`src/sv/cdrbg_pkg.sv`:
```
// Package for the ChaCha20 random generator: request codes, queue entry type,
// ChaCha constants. No dependencies.
package cdrbg_pkg;
  localparam logic [1:0] REQ_INIT    = 2'd0;
  localparam logic [1:0] REQ_RESEED  = 2'd1;
  localparam logic [1:0] REQ_ADDL    = 2'd2;
  localparam logic [1:0] REQ_STREAM  = 2'd3;

  localparam logic [2:0] CFG_KEY_W0     = 3'd0;
  localparam logic [2:0] CFG_KEY_W1     = 3'd1;
  localparam logic [2:0] CFG_KEY_W2     = 3'd2;
  localparam logic [2:0] CFG_KEY_W3     = 3'd3;
  localparam logic [2:0] CFG_NONCE_LOW  = 3'd4;
  localparam logic [2:0] CFG_NONCE_HIGH = 3'd5;

  localparam int SEED_BYTES = 44;

  localparam logic [31:0] SIGMA0 = 32'h61707865;
  localparam logic [31:0] SIGMA1 = 32'h3320646e;
  localparam logic [31:0] SIGMA2 = 32'h79622d32;
  localparam logic [31:0] SIGMA3 = 32'h6b206574;

  // Classified request as it travels from front to back.
  typedef struct packed {
    logic [1:0]  req;
    logic [31:0] word;
    logic [5:0]  pos;
    logic        last;
    logic [3:0]  count;
  } cmd_t;

  typedef logic [31:0] word_t;
endpackage

```
`src/sv/cdrbg_if.sv`:
```
// Valid/ready channel interfaces for request and result transactions.
// Depends on nothing.
interface cdrbg_req_if;
  logic        valid;
  logic        ready;
  logic [1:0]  req_type;
  logic [31:0] word_in;
  logic [5:0]  position;
  logic        last;
  logic [3:0]  byte_count;
  modport source(output valid, req_type, word_in, position, last, byte_count, input ready);
  modport sink(input valid, req_type, word_in, position, last, byte_count, output ready);
endinterface


```
`src/sv/cdrbg_front.sv`:
```
// Front end: accepts requests, saturates counts and additional-byte positions,
// and holds them in a two-entry queue for the back end. Uses cdrbg_pkg.
module cdrbg_front #(
  parameter int MAX_STREAM_BYTES = 8
) (
  input  logic                 clk,
  input  logic                 rst_n,
  cdrbg_req_if.sink            in_ch,
  output cdrbg_pkg::cmd_t      cmd,
  output logic                 cmd_valid,
  input  logic                 cmd_take
);
  import cdrbg_pkg::*;

  cmd_t       q_r [2];
  logic       rd_r, wr_r;
  logic [1:0] fill_r;
  cmd_t       c;
  logic       push;

  assign in_ch.ready = (fill_r != 2'd2);
  assign push = in_ch.valid && in_ch.ready;
  assign cmd = q_r[rd_r];
  assign cmd_valid = (fill_r != 2'd0);

  // Clamp byte count, and position of additional bytes, as the request enters.
  always_comb begin
    c.req = in_ch.req_type;
    c.word = in_ch.word_in;
    c.last = in_ch.last;
    c.pos = in_ch.position;
    if (in_ch.req_type == REQ_ADDL && in_ch.position > 6'(SEED_BYTES - 1))
      c.pos = 6'(SEED_BYTES - 1);
    c.count = (in_ch.byte_count > 4'(MAX_STREAM_BYTES)) ? 4'(MAX_STREAM_BYTES)
                                                         : in_ch.byte_count;
  end

  always_ff @(posedge clk) begin
    if (push) q_r[wr_r] <= c;
    if (!rst_n) begin
      rd_r <= 1'b0;
      wr_r <= 1'b0;
      fill_r <= 2'd0;
    end else begin
      if (push) wr_r <= ~wr_r;
      if (cmd_take) rd_r <= ~rd_r;
      fill_r <= fill_r + {1'b0, push} - {1'b0, cmd_take};
    end
  end
endmodule

```
`src/flat_wrapper.sv`:
```
// flat-port wrapper written by rule: the top's interface ports become plain ports
module cdrbg_front_flat import cdrbg_pkg::*;
#(
  parameter int MAX_STREAM_BYTES = 8
)
  (clk, rst_n, cmd, cmd_valid, cmd_take, in_ch_valid, in_ch_req_type, in_ch_word_in, in_ch_position, in_ch_last, in_ch_byte_count, in_ch_ready);
  cdrbg_req_if in_ch_i ();
  input  logic clk;
  input  logic rst_n;
  output cdrbg_pkg::cmd_t cmd;
  output logic cmd_valid;
  input  logic cmd_take;
  input wire logic [$bits(in_ch_i.valid)-1:0] in_ch_valid;
  input wire logic [$bits(in_ch_i.req_type)-1:0] in_ch_req_type;
  input wire logic [$bits(in_ch_i.word_in)-1:0] in_ch_word_in;
  input wire logic [$bits(in_ch_i.position)-1:0] in_ch_position;
  input wire logic [$bits(in_ch_i.last)-1:0] in_ch_last;
  input wire logic [$bits(in_ch_i.byte_count)-1:0] in_ch_byte_count;
  output wire logic [$bits(in_ch_i.ready)-1:0] in_ch_ready;
  assign in_ch_i.valid = in_ch_valid;
  assign in_ch_i.req_type = in_ch_req_type;
  assign in_ch_i.word_in = in_ch_word_in;
  assign in_ch_i.position = in_ch_position;
  assign in_ch_i.last = in_ch_last;
  assign in_ch_i.byte_count = in_ch_byte_count;
  assign in_ch_ready = in_ch_i.ready;
  cdrbg_front #(.MAX_STREAM_BYTES(MAX_STREAM_BYTES)) u_core (.clk(clk), .rst_n(rst_n), .in_ch(in_ch_i), .cmd(cmd), .cmd_valid(cmd_valid), .cmd_take(cmd_take));
endmodule
```
`config.mk`:
```
export PLATFORM = sky130hd
export DESIGN_NAME = cdrbg_front_flat
export DESIGN_NICKNAME = d
export VERILOG_FILES = /design/src/sv/cdrbg_pkg.sv /design/src/sv/cdrbg_if.sv /design/src/sv/cdrbg_front.sv /design/src/flat_wrapper.sv
export SDC_FILE = /design/constraint.sdc
export NUM_CORES = 1
export LEC_CHECK = 0
export BUFFER_PORTS_ARGS = -buffer_cell sky130_fd_sc_hd__buf_2
export CORE_ASPECT_RATIO = 1.75
export CORE_MARGIN = 2
export CORE_UTILIZATION = 50
export DETAILED_ROUTE_END_ITERATION = 12
export GPL_ROUTABILITY_DRIVEN = 0
export PLACE_DENSITY = 0.77
export SYNTH_ARGS = -nofsm -noshare
export SYNTH_HDL_FRONTEND = slang
export SYNTH_SLANG_ARGS = --single-unit
```
`constraint.sdc`:
```
create_clock -name clk -period 6 [get_ports clk]
set_input_delay 0.6 -clock clk [delete_from_list [all_inputs] [get_ports clk]]
set_output_delay 0.6 -clock clk [all_outputs]
set_load 0.05 [all_outputs]
```
# Yosys cells after proc, flatten, opt, wreduce, memory -nomap -nowiden
# Memory sizes are Yosys's and may differ from the RTL's. A register that Yosys moved wholly into a read port is not among the register bits.
# Cells that the tools add are included.
# totals
ff_bits	4
ram_bits	90
in_bits	49
output_inout_bits	47
wordCells	21
n_memories	1
# memory_table
name	words	word_bits	read_ports	rd_ports_with_merged_regs	wr	line	text
u_core.q_r	2	45	1	1	1	cdrbg_front.sv:15	cmd_t q_r [2];
# op_classes
n_addsub	2
n_lt_le_gt_ge	2
n_eq_ne	2
n_mux	6
bitwise	2
reduce_logical	3
# op_table
operator	n
$gt 6x6->1 const B	1
$mux 6	1
$gt 4x4->1 const B	1
$mux 1	4
$mux 4	1
$add 2x1->2	1
$eq 2x2->1 const B	1
$logic_and 1x1->1	2
$ne 2x2->1 const B	1
$not 1->1	2
$reduce_bool 2->1	1
$sub 2x1->2	1

# Depth between registers and ports, before layout
# Gate-level depths: netlist of run 1.
# depth
word_depth	4
depth_mapped	7
mapped_depth_nobuf	7

# Worst setup path before layout of run 1
# OpenSTA, ideal clock, no wires.
# synth_timing
path_type	input to register
start	input in_ch_valid
end	memory u_core.q_r[0][0] in the netlist's numbering (enable)
setup_ns	0.453
arrival_time_ns	2.766
t_required_ns	5.547
path_slack_ns	2.780
path_stages	2
path_buffers	0
path_cell_list	and2_4 nor2b_1
# synth_via
elab_chain_len	3
# synth_lines
element	line	text
from (decl)	flat_wrapper.sv:13	input wire logic [$bits(in_ch_i.valid)-1:0] in_ch_valid;
$logic_and 1x1->1	cdrbg_front.sv:22	assign push = in_ch.valid && in_ch.ready;
$mux 1	cdrbg_front.sv:39	if (push) q_r[wr_r] <= c;
$mux 1 (not written as such)	cdrbg_front.sv:39	
to (decl)	cdrbg_front.sv:15	
# Every way passes these cells.

==> summary.txt, run 1 <==
Synth
  – Top FF cell, synth: edfxtp_1
  – Portion of the post-synthesis area used by sequential elements: 0.744
  – Yosys top cell by area: edfxtp_1
  – Main combinational cell family by area after synthesis: multiplexers
  – Cell with the most instances after synthesis: edfxtp_1
  – Warning count from the yosys run: 0
  – Fraction of the mapped netlist area in simple logic gates: 0.0372
  – Seq cells post-synth: 95
  – Adder-Cell Fraction of Synth Area: 0.00664
  – Gate Count Post-Synth: ~180
  – Yosys top cell area share: 0.717
  – Async SR Flop Fraction: 0
  – Most instantiated cells after synthesis: 90 x edfxtp_1, 40 x mux2_4
  – Synthesized-area fraction occupied by ao, oa, aoi and oai cells: 0.00266
  – Number of flops mapped to enable cells by yosys: 90
  – Synthesized Nets: roughly 230
  – Mean instance size in the synthesized netlist: approximately 21 µm²
  – Count of cell types in the netlist: 23
  – Post-synthesis cell area: approximately 3800 µm²
  – Synth top area cells: edfxtp_1 72%, mux2_4 16%, dfxtp_1 2.7%
  – Post-Synth XOR/XNOR Area: 0.00697
  – Share of synthesized area spent on multiplexers: 0.174

Drt
  – Vias post-DR: 1852
  – Ratio of routed vias to standard cells: between 5 and 6
  – Total DRC errors in the routed layout: 0
  – Remaining antenna violation count after routing: 0
  – Drt initial violations: just over 80
  – Routed length per placed instance: roughly 15 µm
  – Number of iterations in the first detailed-routing pass: 4
  – Total detailed-routing wirelength: around 5700 µm

Cells and area
  – Count of inserted antenna diode cells: 0
  – Signed area change from the synthesized netlist to the final layout: 21.2%
  – Layout cells sized above 1: 0.580
  – Number of fill cells: between 500 and 600
  – Post-route non-filler standard cell count: approximately 370
  – Post-layout net count: around 330
  – Finished Cell Area: between 4000 and 5000 µm²

Power
  – Net switching power: 625 µW
  – Post-layout power: roughly 2000 µW
  – Net switching share of the total power: 0.318
  – PD cells: approximately 430 nW/µm²
  – Sequential power share: 0.450
  – Internal power of the cells: between 1000 and 1500 µW
  – Part of the total power dissipated in combinational logic: 0.274
  – Peak supply drop: approximately 280 µV
  – Leakage power summed over all cells: 0.00182 µW
  – Clock Power Share: 0.275

GRT
  – Top Usage Layer GRT: met2
  – Grt met2 use: 0.246
  – Fraction of met3 tracks used by global routing: 0.0575
  – GRT Util Overall: 0.141
  – Aggregate global routing overflow: 0
  – Maximum number of pins on one net before global-route repair: 46
  – Vias in the first global route: between 1500 and 2000
  – Initial antenna violation count: 0
  – Wire length of the first global-routing pass: 8600 µm
  – M1 GR Usage: 0.142

Worst setup path
  – Largest fanout on the critical path: 23
  – Required time of the critical path: roughly 5.4 ns
  – Arrival time of the worst setup path: approximately 2.3 ns
  – Crit start category: register
  – Capturing element type of the critical path: output port
  – Critical path class: reg -> out

Timing
  – Pins over their slew limit: 0
  – # setup viols final: 0
  – Unrepaired setup endpoints after global routing: false
  – Clk_skew: approximately 0.0053 ns
  – Worst hold margin: approximately 0.44 ns
  – Setup TNS Final: 0 ns
  – Final clock period utilization by the worst path: 0.478
  – Worst slew margin: 0.305
  – Minimum period implied by the final worst setup slack: roughly 2.9 ns
  – Maximum achievable frequency: between 300 and 400 MHz
  – Final number of hold-violating endpoints: 0
  – Measured slew at the worst slew-check pin: between 1 and 1.5 ns

Clock network
  – Resize count post-CTS: 0
  – Count of hold buffers inserted by post-cts repair: 0
  – Clock latency on the worst-skew pair: around 0.34 ns
  – Post-CTS setup repair buffer count: 0
  – Reg clk slew, reported paths: 0.06 ns
  – Num CTS Buffers: 9
  – Clock root buffer: clkbuf_16
  – Clock buffer depth: 2
  – # H-tree levels: 3
  – CTS tree: built
  – CTS Sinks: between 90 and 100

Placement
  – Half-perimeter wire length after placement: approximately 3800 µm
  – Area after detailed placement: ~4300 µm²
  – Number of placed instances, taps included: ~350
  – Number of buffers inserted by port buffering: 95

Floorplan
  – Die height: around 120 µm
  – Top-Level Pins: 96
  – Core area: approximately 7200 µm²
  – X dimension of the die: about 70 µm
  – Die footprint: slightly above 8000 µm²
  – Number of cell rows: 41
  – Starting Density: 0.521

Outcome
  – Outcome: finished clean

Min path
  – Hold crit path type: in -> reg

Job
  – Number of max-capacitance violations reported: 0
[path summary, 6_finish.rpt]
| kind | startpoint | to | slack (ns) | depth (start not counted) |
|---|---|---|---|---|
| min | in_ch_word_in[16] | u_core.q_r[1][27] | 0.44 | 1 |
| max | register | cmd[2] | 3.13 | 3 |
| max reg2reg | u_core.fill_r[0] | u_core.q_r[1][36] | 4.22 | 2 |
| min reg2reg | u_core.wr_r | u_core.wr_r | 0.53 | 2 |
[layer usage]
layer / wire [µm] / vias up
li1: - / 877
met1: 2130 / 907
met2: 3050 / 58
met3: 377 / 10
met4: 151 / 0
met5: 0 / -
[through the flow]
stage,setup WS [ns],utilization
after global placement,3.51,0.591
after floorplan,2.78,-
after detailed placement,3.48,0.591
after CTS,3.10,0.631
final,3.13,0.631
after global routing,3.01,0.631
[cell type report]
| type | count | area (µm²) | share of cell area |
|---|---|---|---|
| repair buffers | 97 | 490 | 0.107 |
| multi-input cells | 73 | 867 | 0.190 |
| clock inverters | 6 | 61.3 | 0.0134 |
| well taps | 86 | 108 | 0.0236 |
| clock buffers | 10 | 229 | 0.0501 |
| inverters | 2 | 7.51 | 0.00164 |
| flip-flops and latches | 95 | 2800 | 0.614 |
[cells by family (layout without fill, tap and decap cells)]
kind of cell | Yosys count | in the layout
compound gates | 2 | 2
xor+xnor | 3 | 3
fa+ha+maj | 2 | 2
buf+inv | 9 | 115
flops | 95 | 95
mux | 45 | 45
simple gates | 21 | 21
[sequential cells by signal, summed over array words and instances (netlist names), named ones only]
| register | cells |
|---|---|
| u_core.q_r | 90 |
| u_core.fill_r | 2 |
| u_core.wr_r | 1 |
| u_core.rd_r | 1 |
[placed cells by master (no fill, tap or decap)]
cell | synthesis | final
buf_4 | 0 | 2
xor2_1 | 1 | 1
and2_4 | 1 | 1
edfxtp_1 | 90 | 90
dfxtp_1 | 5 | 4
clkinvlp_4 | 0 | 2
a21oi_1 | 1 | 1
and3_2 | 0 | 1
clkinv_1 | 0 | 2
nor2b_4 | 0 | 1
bufinv_16 | 0 | 1
nor2b_1 | 5 | 4
clkinv_4 | 0 | 1
nand3b_1 | 1 | 1
nor2_1 | 1 | 1
nand2b_4 | 1 | 1
nand4b_1 | 1 | 1
or2_2 | 4 | 4
buf_2 | 0 | 95
dfxtp_2 | 0 | 1
inv_1 | 2 | 2
o21ai_0 | 1 | 1
nand2_1 | 1 | 1
mux2_2 | 5 | 5
xnor2_1 | 2 | 2
and2_1 | 5 | 5
mux2_4 | 40 | 40
ha_1 | 2 | 2
clkbuf_1 | 2 | 1
clkbuf_16 | 0 | 9
[power by group through the flow]
stage | Sequential [µW] | Combinational [µW] | Clock [µW]
final | 885 | 539 | 541
after global routing | 894 | 565 | 577
after CTS | 887 | 546 | 549
after detailed placement | 900 | 545 | 0
after global placement | 894 | 539 | 0
after floorplan | 887 | 454 | 0
[worst max-delay path, cell delays in order, from the launching register on]
cell	delay, ns
dfxtp_2	0.82
buf_4	0.49
mux2_2	0.39
buf_2	0.21
(Power assumes the default switching activity.)
==> run 2: changes to the inputs <==
--- a/config.mk
+++ b/config.mk
@@ -8,10 +8,10 @@
 export BUFFER_PORTS_ARGS = -buffer_cell sky130_fd_sc_hd__buf_2
 export CORE_ASPECT_RATIO = 1.75
 export CORE_MARGIN = 2
-export CORE_UTILIZATION = 50
+export CORE_UTILIZATION = 47
 export DETAILED_ROUTE_END_ITERATION = 12
 export GPL_ROUTABILITY_DRIVEN = 0
-export PLACE_DENSITY = 0.77
+export PLACE_DENSITY = 0.76
 export SYNTH_ARGS = -nofsm -noshare
 export SYNTH_HDL_FRONTEND = slang
 export SYNTH_SLANG_ARGS = --single-unit
==> constraint.sdc (replaced) <==
create_clock -name clk -period 2.3 [get_ports clk]
set_input_delay 0.23 -clock clk [delete_from_list [all_inputs] [get_ports clk]]
set_output_delay 0.23 -clock clk [all_outputs]
set_load 0.05 [all_outputs]
==> run 2 against run 1 <==
  * Critical path depth unchanged
  * Worst hold slack got worse by 0.36 ns
  * Setup slack worse by 2.7 ns
==> summary.txt, run 2 (synthesis gave the netlist of run 1 again) <==
Outcome
  – Outcome: finished clean

Clock network
  – # H-tree levels: 3 (unchanged)
  – CTS Sinks: 95 (unchanged)
  – Num CTS Buffers: 9 (unchanged)
  – Count of hold buffers inserted by post-cts repair: 0 (unchanged)
  – Post-CTS setup repair buffer count: 0 (unchanged)
  – Clock buffer depth: 2 (unchanged)
  – Clock root buffer: clkbuf_16
  – CTS tree: built
  – Resize count post-CTS: 0 (unchanged)
  – Clock latency on the worst-skew pair: 0.33 ns (about the same)
  – Reg clk slew, reported paths: 0.06 ns (about the same)

Cells and area
  – Number of fill cells: 593 (+14%)
  – Most used cells in the layout excluding fill and tap cells: 95 x buf_2, 90 x edfxtp_1, 40 x mux2_4
  – Finished Cell Area: 4610 µm² (+0.88%)
  – Register with the highest flop count: u_core.q_r
  – Registers with the highest flip-flop counts: u_core.q_r (90), u_core.fill_r (2)
  – Layout cells sized above 1: 0.584 (+0.00441)
  – Post-layout net count: 332 (+0.91%)
  – Count of inserted antenna diode cells: 0 (unchanged)
  – Most common library cell in the layout ignoring fill and taps: buf_2
  – Flip-flop count of the largest register after layout: 90 (unchanged)
  – Signed area change from the synthesized netlist to the final layout: 22.3%

Worst setup path
  – Crit start category: register
  – Arrival time of the worst setup path: 1.65 ns (-0.62 ns)
  – Required time of the critical path: 2.07 ns (-3.33 ns)
  – Capturing element type of the critical path: output port
  – Critical path class: reg -> out
  – Largest fanout on the critical path: 27 (+17%)

Power
  – Sequential power share: 0.445 (-0.005)
  – PD cells: 1120 nW/µm² (+160%)
  – Internal power of the cells: 3510 µW (+160%)
  – Clock Power Share: 0.273 (-0.002)
  – Net switching share of the total power: 0.316 (-0.00145)
  – Peak supply drop: 737 µV (+170%)
  – Net switching power: 1630 µW (+160%)
  – Post-layout power: 5140 µW (+160%)
  – Leakage power summed over all cells: 0.00184 µW (+1.0%)
  – Part of the total power dissipated in combinational logic: 0.283 (+0.009)

Floorplan
  – Number of cell rows: 43 (+4.9%)
  – Die height: 122 µm (+3.0%)
  – Core area: 7860 µm² (+8.6%)
  – X dimension of the die: 71.7 µm (+3.0%)
  – Starting Density: 0.480 (-0.0412)
  – Die footprint: 8780 µm² (+6.1%)
  – Top-Level Pins: 96 (unchanged)

Drt
  – Number of iterations in the first detailed-routing pass: 5 (+1)
  – Vias post-DR: 1834 (-0.97%)
  – Ratio of routed vias to standard cells: 4.88 (-2.8%)
  – Drt initial violations: 90 (+11%)
  – Routed length per placed instance: 15.6 µm (+1.1%)
  – Remaining antenna violation count after routing: 0 (unchanged)
  – Total DRC errors in the routed layout: 0 (unchanged)
  – Total detailed-routing wirelength: 5880 µm (+3.0%)

Timing
  – # setup viols final: 0 (unchanged)
  – Clk_skew: 0.00296 ns (-0.00231 ns)
  – Unrepaired setup endpoints after global routing: false
  – Worst hold margin: 0.0863 ns (-0.357 ns)
  – Minimum period implied by the final worst setup slack: between 1.5 and 2 ns
  – Worst slew margin: 0.629 (+0.323)
  – Final number of hold-violating endpoints: 0 (unchanged)
  – Setup TNS Final: 0 ns (unchanged)
  – Pins over their slew limit: 0 (unchanged)
  – Measured slew at the worst slew-check pin: 0.557 ns (-0.485 ns)
  – Maximum achievable frequency: between 500 and 600 MHz
  – Final clock period utilization by the worst path: 0.817
  – Crit path setup slack, layout: 0.421 ns (-2.71 ns)

Placement
  – Number of buffers inserted by port buffering: 95 (unchanged)
  – Half-perimeter wire length after placement: 4170 µm (+10%)
  – Area after detailed placement: 4320 µm² (+0.94%)
  – Post-placement setup slack: 0.682 ns (-2.80 ns)

GRT
  – Aggregate global routing overflow: 0 (unchanged)
  – GRT Util Overall: 0.135 (-0.00618)
  – Maximum number of pins on one net before global-route repair: 28 (-39%)
  – Wire length of the first global-routing pass: 8500 µm (-1.2%)
  – Initial antenna violation count: 0 (unchanged)
  – Vias in the first global route: 1826 (+2.1%)

Job
  – Number of max-capacitance violations reported: 0 (unchanged)

Min path
  – Hold crit path type: in -> reg
run 2: changes by cell type in the layout (fill, tap and decap cells not counted), sizes merged:
| cell | before | now |
|---|---|---|
| buf | 97 | 100 |
run 2: area by class of cell:
type | count | area [µm²] | area share
Inverter | 2 | 7.51 | 0.00163
Tap cell | 90 | 113 | 0.0244
Multi-Input combinational cell | 73 | 867 | 0.188
Clock buffer | 10 | 229 | 0.0497
Timing Repair Buffer | 100 | 526 | 0.114
Sequential cell | 95 | 2800 | 0.609
Clock inverter | 6 | 61.3 | 0.0133
run 2: stage by stage:
stage | utilization | instances
3_5_place_dp | 0.550 | 360
5_1_grt | 0.586 | 376
2_1_floorplan | - | 177
3_3_place_gp | 0.550 | 360
4_1_cts | 0.586 | 376
6_report | 0.586 | 376
run 2: layer usage:
metal	global-route usage	vias up	wire, µm
li1	-	883	-
met2	0.248	50	3430
met1	0.130	892	2020
met3	0.0411	9	291
met5	0	-	0
met4	0.0743	0	144
run 2: final timing paths:
check	from	endpoint	slack (ns)	cells after the start
worst min-delay path	in_ch_word_in[21]	u_core.q_r[0][32]	0.09	1
worst min register to register	u_core.wr_r	u_core.wr_r	0.53	2
worst max-delay path	register	cmd[39]	0.42	3
worst max register to register	u_core.fill_r[0]	u_core.q_r[1][5]	0.70	3
run 2: critical path, stage by stage, from the launching register on:
cell,delay [ns]
dfxtp_2,0.32
buf_4,0.42
mux2_4,0.35
buf_2,0.21
run 2: power by group through the flow:
stage / Clock [µW] / Combinational (µW) / Sequential, µW
6_report: 1400 / 1450 / 2280
3_5_place_dp: 0 / 1470 / 2320
5_1_grt: 1500 / 1530 / 2310
2_1_floorplan: 0 / 1190 / 2310
4_1_cts: 1430 / 1470 / 2290
3_3_place_gp: 0 / 1450 / 2310
